**config.mk**
```make
export PLATFORM = sky130hd
export DESIGN_NAME = tcc_queue
export DESIGN_NICKNAME = d
export VERILOG_FILES = /design/src/sv/assert_macros.svh /design/src/sv/tcc_pkg.sv /design/src/sv/tcc_queue.sv
export SDC_FILE = /design/constraint.sdc
export NUM_CORES = 1
export LEC_CHECK = 0
export BUFFER_PORTS_ARGS = -buffer_cell sky130_fd_sc_hd__buf_2
export CAP_MARGIN = 5
export CORE_MARGIN = 2
export CORE_UTILIZATION = 57
export DETAILED_ROUTE_END_ITERATION = 7
export PLACE_DENSITY_LB_ADDON = 0.15
export SYNTH_ARGS = -nofsm -noshare
export SYNTH_HDL_FRONTEND = slang
export SYNTH_SLANG_ARGS = --single-unit
export TNS_END_PERCENT = 20
```
**constraint.sdc**
```tcl
create_clock -name clk -period 3.8 [get_ports clk]
set_input_delay 0.57 -clock clk [delete_from_list [all_inputs] [get_ports clk]]
set_output_delay 0.57 -clock clk [all_outputs]
set_load 0.01 [all_outputs]
```
**src/sv/assert_macros.svh**
```systemverilog
// Assertion helpers, clocked on clk and quiet while rst is high.
`ifndef ASSERT_MACROS_SVH
`define ASSERT_MACROS_SVH

// Same-cycle implication.
`define ASSERT_IMPLY(lbl, ante, cons) \
  lbl: assert property (@(posedge clk) disable iff (rst) (ante) |-> (cons)) \
    else $error("assertion lbl failed");

// Next-cycle implication.
`define ASSERT_NEXT(lbl, ante, cons) \
  lbl: assert property (@(posedge clk) disable iff (rst) (ante) |=> (cons)) \
    else $error("assertion lbl failed");

`endif

```
**src/sv/tcc_pkg.sv**
```systemverilog
`default_nettype none
package tcc_pkg;

  localparam int CORDIC_STEPS = 16;
  localparam int SAMPLE_BITS  = 16;
  localparam int ATAN_ENTRIES = 24;
  localparam int ACC_SHIFT    = 12;

  // Datapath widths
  localparam int VW = 52;   // vectoring x/y
  localparam int RW = 34;   // rotation x/y/z
  localparam int AW = 32;   // inner angle, 2^31 = pi
  localparam int MW = 57;   // magnitude times inverse gain

  localparam logic signed [24:0] INV_GAIN_Q24 = 25'sd10188014;
  localparam logic signed [RW-1:0] INV_GAIN_Q30 = RW'(652032875);

  localparam int QDEPTH = 4;
  localparam int QAW    = 2;

  localparam logic [AW-1:0] ATAN_TAB [ATAN_ENTRIES] = '{
    32'd536870912, 32'd316933406, 32'd167458907, 32'd85004756, 32'd42667331,
    32'd21354465, 32'd10680862, 32'd5340245, 32'd2670163, 32'd1335087,
    32'd667544, 32'd333772, 32'd166886, 32'd83443, 32'd41722, 32'd20861,
    32'd10430, 32'd5215, 32'd2608, 32'd1304, 32'd652, 32'd326, 32'd163, 32'd81
  };

  typedef logic signed [15:0] smp_t;
  typedef logic signed [15:0] ang16_t;

  typedef struct packed {
    smp_t accel_x;
    smp_t accel_y;
    smp_t accel_z;
    smp_t mag_x;
    smp_t mag_y;
    smp_t mag_z;
  } item_t;

  typedef struct packed {
    logic full;
    logic empty;
  } q_stat_t;

  // Round Q4.30 to Q1.15 and clamp.
  function automatic smp_t sat_q15(input logic signed [RW-1:0] v);
    logic signed [RW:0] r;
    r = ((RW+1)'(v) + (RW+1)'(16384)) >>> 15;
    if (r > (RW+1)'(32767)) begin
      return 16'sh7fff;
    end else if (r < -(RW+1)'(32768)) begin
      return 16'sh8000;
    end
    return r[15:0];
  endfunction

  function automatic smp_t take_sample(input smp_t raw);
    logic [SAMPLE_BITS-1:0] low;
    low = raw[SAMPLE_BITS-1:0];
    return 16'($signed(low));
  endfunction

endpackage
`default_nettype wire

```
**src/sv/tcc_queue.sv**
```systemverilog
`default_nettype none
module tcc_queue import tcc_pkg::*; (
  input  wire logic  clk,
  input  wire logic  rst,
  input  wire logic  push,
  input  wire item_t wdata,
  input  wire logic  pop,
  output item_t      rdata,
  output q_stat_t    stat
);

  item_t          mem [QDEPTH];
  logic [QAW-1:0] wptr;
  logic [QAW-1:0] rptr;
  logic [QAW:0]   count;

  assign stat.full  = (count == (QAW+1)'(QDEPTH));
  assign stat.empty = (count == '0);
  assign rdata      = mem[rptr];

  always_ff @(posedge clk) begin
    if (rst) begin
      wptr  <= '0;
      rptr  <= '0;
      count <= '0;
    end else begin
      if (push) begin
        wptr <= wptr + 1'b1;
      end
      if (pop) begin
        rptr <= rptr + 1'b1;
      end
      if (push && !pop) begin
        count <= count + 1'b1;
      end else if (pop && !push) begin
        count <= count - 1'b1;
      end
    end
  end

  always_ff @(posedge clk) begin
    if (push) begin
      mem[wptr] <= wdata;
    end
  end

endmodule
`default_nettype wire

```
==> results.toml <==
[run_status]
status = "finished, final reports clean"

[drt]
num_vias = 6340
drt_wl_total_um = 25000
wl_per_cell_um = 22.2
drt_iter0_markers = 460
route.detailed.drc = 0
firstDrtPassIters = 4
postRouteAntennaNets = 0
viasPerCell = 5.64

[global_route]
grt_use_met1_pct = 26.0
grt_first_pass_wirelength_um = 38800
track_usage_pct = 19.6
grt_pass1_vias = 6951
met3_usage_pct = 4.93
overflow = 0
busiest_layer = "met2"
met2_usage_pct = 32.6
antenna_found_initial = 4
grt_max_degree = 58

[power]
combPwrFrac_pct = 9.1
total_power_mw = 9.48
vdd_ir_drop_max_v = 0.000435
seqPwrFrac_pct = 53.4
powerDensity_nw_per_um2 = 562
internal-power_mw = 7.49
p_clk_share_pct = 37.5
switchingPower_mw = 1.99
p_sw_share_pct = 21.0
p_leak_nw = 5.69

[logic_synthesis]
ys_top_cells_by_area = "edfxtp_1, mux4_2, dfxtp_1"
netlist_instances = 546
postSynthRegisterBits = 393
yosysMostFrequentCell = "edfxtp_1"
synth_warnings = 0
avgSynthCellArea_um2 = 26.2
synth_area_um2 = 14300
synth_ff_type = "edfxtp_1"
synth_top_area_share_pct = 80.7
async_reset_ff_share_pct = 0
ys_seq_area_share_pct = 82.0
synthesis.nets = 652
yosys.area.top_type = "edfxtp_1"
ys_types = 22
synth_edf_count = 384
synth_common_cells = "edfxtp_1, mux4_2, buf_2"

[die]
floorplan.initialDensity_pct = 58.4
dieArea_um2 = 26300
core_area_um2 = 24500
dieWidth_um = 162
rows = 57
ios = 198
die_h_um = 162

[critical_path]
crit_type = "reg -> out"
cp_cell_sequence = "buf_12, mux4_2, buf_2"
max_stage_delay_ns = 0.67
crit_fanout = 38
cp_top_family = "flip-flops"
cp.required_ns = 3.23
slowest_stage = "dfxtp_4"
startpoint_type = "register"
worstSetupEndpointType = "output port"
timing.rr.start = "wptr[0]$_SDFFE_PP0P_"
cp_num_buf_inv = 2
worstPathArrival_ns = 2.33

[clock_network]
insertion_delay_ns = 0.52
cts_sinks = 393
post_cts_buffers = 0
post_cts_resized = 0
ctsHoldBuffers = 0
clkTransAtPathRegs_ns = 0.06
clock_path_buffers = 3
cts_root_buf = "clkbuf_16"
cts_tree = "done"
cts_made_buffers = 39
cts.htree.levels = 2

[timing]
setup_viol = 0
rsz0062_at_grt = "no"
fin_skew_ns = 0.0169
hold_ws_ns = 0.268
hold_violations = 0
period_share_pct = 76.3
tns_ns = 0
drv_slew = 0
max_freq_ghz = 0.345
relSlewSlack_pct = 45.4
worst_pin_slew_ns = 0.820
fin_ws_ns = 0.900
period_needed_ns = 2.90

[finish]
ff_latch_area_um2 = 11700
drive_gt1_share_pct = 44.9
fin_nets = 877
design_area_um2 = 16900
syn2layout_area_growth_pct = 18.1
fillerInstances = 1522
multi_input_area_um2 = 2400

[placement]
portBuffers = 197
place_area_um2 = 15700
place.gp.congestion = 0.704
dp_hpwl_um = 14900
place_ws_ns = 1.37

[min_path]
hold_class = "in -> reg"
min_from = "wdata[44]"

[run]
maxCapViolCount = 0
-- power by group through the flow --
stage | registers [mW] | clock network [mW] | logic (mW)
3_3_place_gp | 5.14 | 0 | 0.865
6_report | 5.06 | 3.55 | 0.865
5_1_grt | 5.08 | 3.80 | 0.937
2_1_floorplan | 5.12 | 0 | 0.553
4_1_cts | 5.07 | 3.62 | 0.887
3_5_place_dp | 5.16 | 0 | 0.883
-- final cells by class --
cell class / count / area share (%)
Antenna cell: 3 / 0.0445
Clock buffer: 52 / 6.33
Clock inverter: 16 / 0.712
Inverter: 4 / 0.0890
Multi-Input combinational cell: 126 / 14.2
Sequential cell: 393 / 69.5
Tap cell: 324 / 2.40
Timing Repair Buffer: 207 / 6.73
-- worst paths after layout --
check / end / slack [ns] / cells after the start
max: rdata[77] / 0.90 / 3
min: mem[0][44]$_DFFE_PP_ / 0.27 / 1
max reg2reg: mem[2][86]$_DFFE_PP_ / 1.68 / 4
min reg2reg: count[2]$_SDFFE_PP0P_ / 0.51 / 2
-- metal layers --
layer	part of all wire [%]	up-vias
met1	39	3282
met4	2.3	2
met2	50	224
li1	-	2793
met3	7.9	39
met5	0.052	-
-- metrics by stage --
step / util [%] / cells
4_1_cts: 68.9 / 1122
5_1_grt: 69.0 / 1123
6_report: 69.0 / 1125
3_3_place_gp: 64.1 / 1054
3_5_place_dp: 64.1 / 1054
2_1_floorplan: - / 546
-- flip-flops by register name, summed over array words and instances, names as in the netlist, named ones only --
signal,count
count,3
mem,384
rptr,2
wptr,2
-- kinds of logic after synthesis --
logic type / count (synthesis) / share of synthesized area, %
AOI/OAI and AO/OA: 2 / 0.0700
muxes: 98 / 15.3
DFF: 393 / 82.0
and+or+nand+nor: 15 / 0.517
adders and majority gates: 6 / 0.578
buffers and inverters: 27 / 1.29
xor gates and xnor gates: 5 / 0.307
-- cells in the final DEF, fill, tap and decap left out, drive strengths merged --
master	count
buf	207
dfxtp	9
nor2	7
xnor2	2
xor2	3
nor3b	1
inv	4
mux4	96
diode	3
fa	1
clkinv	14
clkbuf	52
or3	1
o21ai	1
nor3	1
edfxtp	384
mux2i	2
and2	4
nand2	1
bufinv	2
a21oi	1
ha	5
-- worst reg2reg max path, cell delays in order, from the launching register on --
cell and delay, ns:
dfxtp_1 0.35, inv_1 0.10, ha_1 0.16, and2_4 0.68
buf_4 0.46
Note: power is estimated with default switching activity, not from simulation.
