$ cat src/sv/assert_macros.svh
// Assertion helpers, clocked on clk and quiet while rst is high.
`ifndef ASSERT_MACROS_SVH
`define ASSERT_MACROS_SVH

// Same-cycle implication.
`define ASSERT_IMPLY(lbl, ante, cons) \
  lbl: assert property (@(posedge clk) disable iff (rst) (ante) |-> (cons)) \
    else $error("assertion lbl failed");

// Next-cycle implication.
`define ASSERT_NEXT(lbl, ante, cons) \
  lbl: assert property (@(posedge clk) disable iff (rst) (ante) |=> (cons)) \
    else $error("assertion lbl failed");

`endif

$ cat src/sv/tcc_pkg.sv
`default_nettype none
package tcc_pkg;

  localparam int CORDIC_STEPS = 16;
  localparam int SAMPLE_BITS  = 16;
  localparam int ATAN_ENTRIES = 24;
  localparam int ACC_SHIFT    = 12;

  // Datapath widths
  localparam int VW = 52;   // vectoring x/y
  localparam int RW = 34;   // rotation x/y/z
  localparam int AW = 32;   // inner angle, 2^31 = pi
  localparam int MW = 57;   // magnitude times inverse gain

  localparam logic signed [24:0] INV_GAIN_Q24 = 25'sd10188014;
  localparam logic signed [RW-1:0] INV_GAIN_Q30 = RW'(652032875);

  localparam int QDEPTH = 4;
  localparam int QAW    = 2;

  localparam logic [AW-1:0] ATAN_TAB [ATAN_ENTRIES] = '{
    32'd536870912, 32'd316933406, 32'd167458907, 32'd85004756, 32'd42667331,
    32'd21354465, 32'd10680862, 32'd5340245, 32'd2670163, 32'd1335087,
    32'd667544, 32'd333772, 32'd166886, 32'd83443, 32'd41722, 32'd20861,
    32'd10430, 32'd5215, 32'd2608, 32'd1304, 32'd652, 32'd326, 32'd163, 32'd81
  };

  typedef logic signed [15:0] smp_t;
  typedef logic signed [15:0] ang16_t;

  typedef struct packed {
    smp_t accel_x;
    smp_t accel_y;
    smp_t accel_z;
    smp_t mag_x;
    smp_t mag_y;
    smp_t mag_z;
  } item_t;

  typedef struct packed {
    logic full;
    logic empty;
  } q_stat_t;

  // Round Q4.30 to Q1.15 and clamp.
  function automatic smp_t sat_q15(input logic signed [RW-1:0] v);
    logic signed [RW:0] r;
    r = ((RW+1)'(v) + (RW+1)'(16384)) >>> 15;
    if (r > (RW+1)'(32767)) begin
      return 16'sh7fff;
    end else if (r < -(RW+1)'(32768)) begin
      return 16'sh8000;
    end
    return r[15:0];
  endfunction

  function automatic smp_t take_sample(input smp_t raw);
    logic [SAMPLE_BITS-1:0] low;
    low = raw[SAMPLE_BITS-1:0];
    return 16'($signed(low));
  endfunction

endpackage
`default_nettype wire

$ cat src/sv/tcc_if.sv
`default_nettype none
interface tcc_sensor_if;
  import tcc_pkg::*;
  logic valid;
  logic ready;
  smp_t accel_x;
  smp_t accel_y;
  smp_t accel_z;
  smp_t mag_x;
  smp_t mag_y;
  smp_t mag_z;
  modport source (output valid, output accel_x, output accel_y, output accel_z,
                  output mag_x, output mag_y, output mag_z, input ready);
  modport sink (input valid, input accel_x, input accel_y, input accel_z,
                input mag_x, input mag_y, input mag_z, output ready);
endinterface

`default_nettype wire

$ cat src/sv/tcc_front.sv
`default_nettype none
module tcc_front import tcc_pkg::*; (
  input  wire logic  clk,
  input  wire logic  rst,
  tcc_sensor_if.sink sensor,
  input  wire logic  q_full,
  output logic       push,
  output item_t      item
);

  logic  fvalid;
  logic  take;

  assign sensor.ready = !fvalid || !q_full;
  assign take = sensor.valid && sensor.ready;
  assign push = fvalid && !q_full;

  always_ff @(posedge clk) begin
    if (rst) begin
      fvalid <= 1'b0;
    end else if (take) begin
      fvalid <= 1'b1;
    end else if (push) begin
      fvalid <= 1'b0;
    end
  end

  // Keep only the live sample bits of every axis.
  always_ff @(posedge clk) begin
    if (take) begin
      item.accel_x <= take_sample(sensor.accel_x);
      item.accel_y <= take_sample(sensor.accel_y);
      item.accel_z <= take_sample(sensor.accel_z);
      item.mag_x   <= take_sample(sensor.mag_x);
      item.mag_y   <= take_sample(sensor.mag_y);
      item.mag_z   <= take_sample(sensor.mag_z);
    end
  end

endmodule
`default_nettype wire

$ cat src/flat_wrapper.sv
// flat-port wrapper written by rule: the top's interface ports become plain ports
module tcc_front_flat import tcc_pkg::*;
  (clk, rst, q_full, push, item, sensor_valid, sensor_accel_x, sensor_accel_y, sensor_accel_z, sensor_mag_x, sensor_mag_y, sensor_mag_z, sensor_ready);
  tcc_sensor_if sensor_i ();
  input  wire logic clk;
  input  wire logic rst;
  input  wire logic q_full;
  output logic push;
  output item_t item;
  input wire logic [$bits(sensor_i.valid)-1:0] sensor_valid;
  input wire logic [$bits(sensor_i.accel_x)-1:0] sensor_accel_x;
  input wire logic [$bits(sensor_i.accel_y)-1:0] sensor_accel_y;
  input wire logic [$bits(sensor_i.accel_z)-1:0] sensor_accel_z;
  input wire logic [$bits(sensor_i.mag_x)-1:0] sensor_mag_x;
  input wire logic [$bits(sensor_i.mag_y)-1:0] sensor_mag_y;
  input wire logic [$bits(sensor_i.mag_z)-1:0] sensor_mag_z;
  output wire logic [$bits(sensor_i.ready)-1:0] sensor_ready;
  assign sensor_i.valid = sensor_valid;
  assign sensor_i.accel_x = sensor_accel_x;
  assign sensor_i.accel_y = sensor_accel_y;
  assign sensor_i.accel_z = sensor_accel_z;
  assign sensor_i.mag_x = sensor_mag_x;
  assign sensor_i.mag_y = sensor_mag_y;
  assign sensor_i.mag_z = sensor_mag_z;
  assign sensor_ready = sensor_i.ready;
  tcc_front u_core (.clk(clk), .rst(rst), .sensor(sensor_i), .q_full(q_full), .push(push), .item(item));
endmodule
$ cat config.mk
export PLATFORM = sky130hd
export DESIGN_NAME = tcc_front_flat
export DESIGN_NICKNAME = d
export VERILOG_FILES = /design/src/sv/assert_macros.svh /design/src/sv/tcc_pkg.sv /design/src/sv/tcc_if.sv /design/src/sv/tcc_front.sv /design/src/flat_wrapper.sv
export SDC_FILE = /design/constraint.sdc
export NUM_CORES = 1
export LEC_CHECK = 0
export BUFFER_PORTS_ARGS = -buffer_cell sky130_fd_sc_hd__buf_2
export CAP_MARGIN = 20
export CORE_MARGIN = 1
export CORE_UTILIZATION = 41
export DETAILED_ROUTE_END_ITERATION = 10
export PLACE_DENSITY = 0.89
export SYNTH_ARGS = -nofsm -noshare
export SYNTH_HDL_FRONTEND = slang
export SYNTH_SLANG_ARGS = --single-unit
$ cat constraint.sdc
create_clock -name clk -period 3.97 [get_ports clk]
set_clock_uncertainty 0.2 [all_clocks]
set_input_delay 0.794 -clock clk [delete_from_list [all_inputs] [get_ports clk]]
set_output_delay 0.794 -clock clk [all_outputs]
set_load 0.01 [all_outputs]
==> impl_results.md, run 1 <==
* Sw Pwr at 0.410 mW
* Status: finished, final reports clean
* CTS tree: yes
* Initial antenna violation count at 1
* Final total power at 2.03 mW
* Post-CTS Resized at 0
* Setup violations, final at 0
* RSZ-0062 raised after global routing: no
* Post-route setup TNS at 0 ns
* Post-CTS Setup Inserts at 0
* Routed via count at 1,788
* Gr usage total at 15.6%
* Slowest cell on crit path: and2b_2
* Clk root buf: clkbuf_8
* Pin count of the biggest net entering global routing at 54
* Fmax at 451 MHz
* Maximum vdd drop at 258 uV
* DRC Markers at 0
* Setup crit end kind: output pin
* Die area at 0.00749 mm^2
* Number of H-tree levels at 3
* Family with the most delay on the worst path: buffers and inverters
* WP data required at 2.98 ns
* Post-CTS Hold Buffers at 0
* Setup ws final at 1.75 ns
* Wire per inst at 14.3 um
* Clock buffer depth at 2
* Core footprint at 0.00683 mm^2
* Post-Syn Nets at 202
* Mean Syn Cell Area at 28.7 um^2
* Worst slew margin at 61.9%
* Worst-skew pair later-pin latency at 0.33 ns
* Switching Share at 20.2%
* Fin crit period at 2.22 ns
* Register area at 0.00290 mm^2
* Critical path peak fanout at 3
* GPL Wtd Cong at 0.743
* GRT busiest layer: met2
* Width of the chip at 86.5 um
* Layout Area Growth over Synthesis at 45.8%
* Worst Path Arrival at 1.22 ns
* CTS Buf Count at 9
* Part of the power in registers at 59.4%
* CTS sink count at 97
* First-pass GRT wire length at 8310 um
* Max Slew Vio Count at 0
* Largest stage delay, worst path at 0.20 ns
* Met2 usage at 27.1%
* Die Y at 86.5 um
* CP Class: input port to output pin
* Cell Int Power at 1.62 mW
* Row count at 30
* Layout cells sized above 1 at 67.4%
* Max-cap violations at 0
* DRT Wirelength at 5930 um
* Routed vias/inst at 4.33
* Setup crit start kind: input port
* Initial DRT Pass Iterations at 4
* Nets@finish at 411
* YS warnings at 0
* Mapped cell area at 0.00293 mm^2
* Starting DRT DRC Count at 69
* Met1 Use GR at 16.0%
* Seq/Total Area, Yosys at 99.1%
* Buf/Inv on CP at 2
* Final ANT Viol Nets at 0
* Final Hold Fails at 0
* LEAKAGE at 1.84 nW
* Post-layout util at 62.5%
* Synthesized flop and latch total at 97
* Grt met3 use at 7.24%
* I/O Buffers at 197
* Filler cells at 529
* Crit-path cells: buf_2 > and2b_2 > buf_2
* Top cell by count, worst path: buf_2
* Combinational Power Share at 8.0%
* Initial core utilization at 42.9%
* Fin crit share at 55.9%
* Vias in the first global route at 1,752
* Synth cell types at 7
* Clock Power Share at 32.6%
* Worst Tran Pin Value at 0.571 ns
* CTS clk-pin slew, worst paths at 0.08 ns
* Pre-CTS WS at 1.56 ns
* PD cells at 476 mW/mm^2
* Hold crit path type: register to register
* Boundary Pins at 198
* Area occupied by multi-input gates at 30.0 um^2
* GRT Residual Overflow at 0
* Instance count of the mapped netlist at 102
## Yosys cell counts (all sizes together)
cell type | instances | share of area [%]
a21oi | 1 | 0.17
and2b | 1 | 0.30
and2 | 1 | 0.21
nand2 | 1 | 0.13
edfxtp | 96 | 98
dfxtp | 1 | 0.68
nor2 | 1 | 0.13
## cell usage in the layout (no fill, tap or decap), drive strengths merged
master	count
clkbuf	11
buf	198
dfxtp	1
clkinv	2
a21oi	1
nor2	1
clkinvlp	1
and2b	1
bufinv	2
edfxtp	96
diode	1
and2	1
nand2	1
## per-layer routing
layer | part of all wire (%) | up-vias
met3 | 9.4 | 10
met2 | 53 | 113
met5 | 0 | -
met1 | 36 | 836
met4 | 1.7 | 0
li1 | - | 829
## sequential cells by signal, summed over array words and instances, names as in the netlist
| name | flops |
|---|---|
| u_core.fvalid | 1 |
| u_core.item | 96 |
## power by group through the flow
stage	Clock [mW]	Combinational [mW]	Sequential [mW]
global route	0.725	0.176	1.21
detailed placement	0	0.166	1.23
finish	0.663	0.163	1.21
global placement	0	0.161	1.23
CTS	0.684	0.166	1.21
floorplan	0	0.0195	1.27
## path summary, 6_finish.rpt
check | startpoint | to | slack (ns) | depth (start not counted)
worst max-delay path | q_full | push | 1.75 | 3
worst min-delay path | u_core.fvalid$_SDFFE_PP0P_ | u_core.fvalid$_SDFFE_PP0P_ | 0.34 | 2
worst max register to register | u_core.fvalid$_SDFFE_PP0P_ | u_core.item[16]$_DFFE_PP_ | 2.15 | 3
worst min register to register | u_core.fvalid$_SDFFE_PP0P_ | u_core.fvalid$_SDFFE_PP0P_ | 0.34 | 2
## stage by stage
step / area [um^2] / hold slack, ns / instances
floorplan: 2930 / 0.267 / 102
global placement: 4060 / 0.287 / 396
detailed placement: 4060 / 0.328 / 396
CTS: 4270 / 0.347 / 412
global route: 4270 / 0.379 / 412
finish: 4270 / 0.343 / 413
## cell type report
type | instances | area share, %
antenna | 1 | 0.0586
sequential | 97 | 67.9
multi-input combinational | 5 | 0.703
tap | 96 | 2.81
clock buffer | 11 | 3.07
timing repair buffer | 198 | 23.5
clock inverter | 5 | 1.87
## cell families (layout without fill, tap and decap cells)
family / count (synthesis) / in the layout / synth area share [%]
other: 0 / 1 / 0
AO/OA/AOI/OAI: 1 / 1 / 0.171
AND/OR/NAND/NOR: 4 / 4 / 0.769
flip-flops: 97 / 97 / 99.1
buffers and inverters: 0 / 214 / 0
## tightest hold or removal path, stage by stage (launching register included)
cell and delay, ns:
dfxtp_1 0.36, a21oi_1 0.07, nor2_1 0.08
Note: power is estimated with default switching activity, not from simulation.
==> run 2, diff against run 1 <==
==> constraint.sdc (replaced) <==
create_clock -name clk -period 2.3 [get_ports clk]
set_clock_uncertainty 0.2 [all_clocks]
set_input_delay 0.46 -clock clk [delete_from_list [all_inputs] [get_ports clk]]
set_output_delay 0.46 -clock clk [all_outputs]
set_load 0.01 [all_outputs]
==> run 2 against run 1 <==
Against the previous run: design area grew 0.47%; worst setup slack lost 1.1 ns; register-to-register slack lost 1.2 ns; combinational power grew 75%; clock power grew 75%; power grew 73%; hold slack lost 0.28 ns; largest cell class unchanged; die area is the same.
==> impl_results.md, run 2 (synthesis gave the netlist of run 1 again) <==
* Worst Path Arrival at 0.98 ns (-0.24 ns)
* Ant diodes at 0 (-1)
* Fin crit share at 71.4%
* Boundary Pins at 198 (unchanged)
* Clock buffer depth at 2 (unchanged)
* Setup crit start kind: register
* Starting DRT DRC Count at 57 (-17%)
* DRC Markers at 0 (unchanged)
* Fmax at 609 MHz
* Top Layer Used: met5
* Pin count of the biggest net entering global routing at 54 (unchanged)
* Initial antenna violation count at 2 (+1)
* DRT Wirelength at 5860 um (-1.2%)
* WP data required at 1.64 ns (-1.34 ns)
* Met3 Wirelength at 661 um (+19%)
* CTS clk-pin slew, worst paths at 0.09 ns (about the same)
* Post-layout util at 62.8% (+0.29 points)
* Max-cap violations at 0 (unchanged)
* Die Y at 86.5 um (unchanged)
* Status: finished, final reports clean
* Final ANT Viol Nets at 0 (unchanged)
* Setup crit end kind: output pin
* Max Slew Vio Count at 0 (unchanged)
* First-pass GRT wire length at 8180 um (-1.6%)
* Max FFs per register at 96 (unchanged)
* Initial core utilization at 42.9% (unchanged)
* Gr usage total at 15.5% (-0.076 points)
* Initial DRT Pass Iterations at 5 (+1)
* Worst slew margin at 82.3% (+20 points)
* Crit. Startpoint: u_core.fvalid$_SDFFE_PP0P_
* Row count at 30 (unchanged)
* Maximum vdd drop at 568 uV (+120%)
* CTS Buf Count at 9 (unchanged)
* Nets@finish at 412 (+0.24%)
* Family with the most delay on the worst path: flip-flops
* Top flop regs: u_core.item x96, u_core.fvalid x1
* Worst Tran Pin Value at 0.266 ns (-0.305 ns)
* Fin crit period at 1.64 ns
* Worst R2R End: u_core.item[12]$_DFFE_PP_
* I/O Buffers at 197 (unchanged)
* Core footprint at 0.00683 mm^2 (unchanged)
* Critical path peak fanout at 3 (unchanged)
* Number of H-tree levels at 3 (unchanged)
* Worst reg-to-reg path cell count at 3 (unchanged)
* CP Class: register to output pin
* LEAKAGE at 1.85 nW (+0.77%)
* Routed via count at 1,793 (+0.28%)
* Layout Area Growth over Synthesis at 46.5%
* WHS at 0.0594 ns (-0.284 ns)
* Largest stage delay, worst path at 0.33 ns (+0.13 ns)
* Width of the chip at 86.5 um (unchanged)
* Routed vias/inst at 4.35 (+0.52%)
* Post-route setup TNS at 0 ns (unchanged)
* Largest reg by FF count: u_core.item
* Setup violations, final at 0 (unchanged)
* Commonest non-fill, non-tap cell in the layout: buf_2
* Vias in the first global route at 1,810 (+3.3%)
* Met1 wire length at 1900 um (-12%)
* R2R Setup Slk at 0.92 ns (-1.23 ns)
* Layout cells sized above 1 at 68.4% (+0.95 points)
* Met2 wire length at 3120 um (+0.19%)
* R2R Path Start: u_core.fvalid$_SDFFE_PP0P_
* Most frequent cells in the layout: buf_2, edfxtp_1, clkbuf_8
* GRT Residual Overflow at 0 (unchanged)
* Crit-path cells: and2b_2 > buf_2
* Die area at 0.00749 mm^2 (unchanged)
* GPL Wtd Cong at 0.684 (-8.0%)
* Worst-skew pair later-pin latency at 0.34 ns (about the same)
* RSZ-0062 raised after global routing: no
* Post-CTS Resized at 0 (unchanged)
* Slowest cell on crit path: dfxtp_1
* PD cells at 822 mW/mm^2 (+73%)
* Cell count along the critical path at 2 (-1)
* Clk root buf: clkbuf_8
* Critical Path End: push
* Hold crit path type: input port to register
* Buf/Inv on CP at 1 (-1)
* Wire per inst at 14.2 um (-0.94%)
* Filler cells at 530 (+0.19%)
* CTS sink count at 97 (unchanged)
* Post-CTS Setup Inserts at 0 (unchanged)
* Post-CTS Hold Buffers at 0 (unchanged)
* CTS tree: yes
* Final Hold Fails at 0 (unchanged)
## run 2: worst min-delay path by stage
stage | startpoint | end | cells past startpoint
floorplan | u_core.fvalid$_SDFFE_PP0P_ | u_core.fvalid$_SDFFE_PP0P_ | 2
global route | rst | u_core.fvalid$_SDFFE_PP0P_ | 2
global placement | u_core.fvalid$_SDFFE_PP0P_ | u_core.fvalid$_SDFFE_PP0P_ | 2
finish | rst | u_core.fvalid$_SDFFE_PP0P_ | 2
detailed placement | u_core.fvalid$_SDFFE_PP0P_ | u_core.fvalid$_SDFFE_PP0P_ | 2
CTS | rst | u_core.fvalid$_SDFFE_PP0P_ | 2
## run 2: per-stage QoR
step	cell area (um^2)	power [mW]	std cells	setup WS [ns]
after floorplan	2930	2.22	102	0.362
after global placement	4080	2.41	397	0.684
after detailed placement	4080	2.42	397	0.666
after CTS	4290	3.57	412	0.631
after global routing	4290	3.67	412	0.597
final	4290	3.53	412	0.657
## run 2: area by class of cell
class	count	area, um^2	share of cell area, %
repair buffers	199	1030	23.9
clock inverters	6	90.1	2.10
clock buffers	9	124	2.89
well taps	96	120	2.80
multi-input cells	5	30.0	0.700
flip-flops and latches	97	2900	67.6
## run 2: metal layers
layer	up-vias	global-route usage (%)
met5	-	0
met4	4	8.18
met3	19	8.29
met2	123	28.1
met1	819	13.7
li1	828	-
## run 2: power by group
group          internal, mW  switching (mW)
Sequential             2.06          0.0234
Clock                 0.612           0.546
Combinational         0.133           0.152
## run 2: worst reg2reg max path: stages, from the launching register on
cell and delay, ns:
dfxtp_1 0.33, nand2_1 0.08, and2_4 0.18, buf_12 0.25
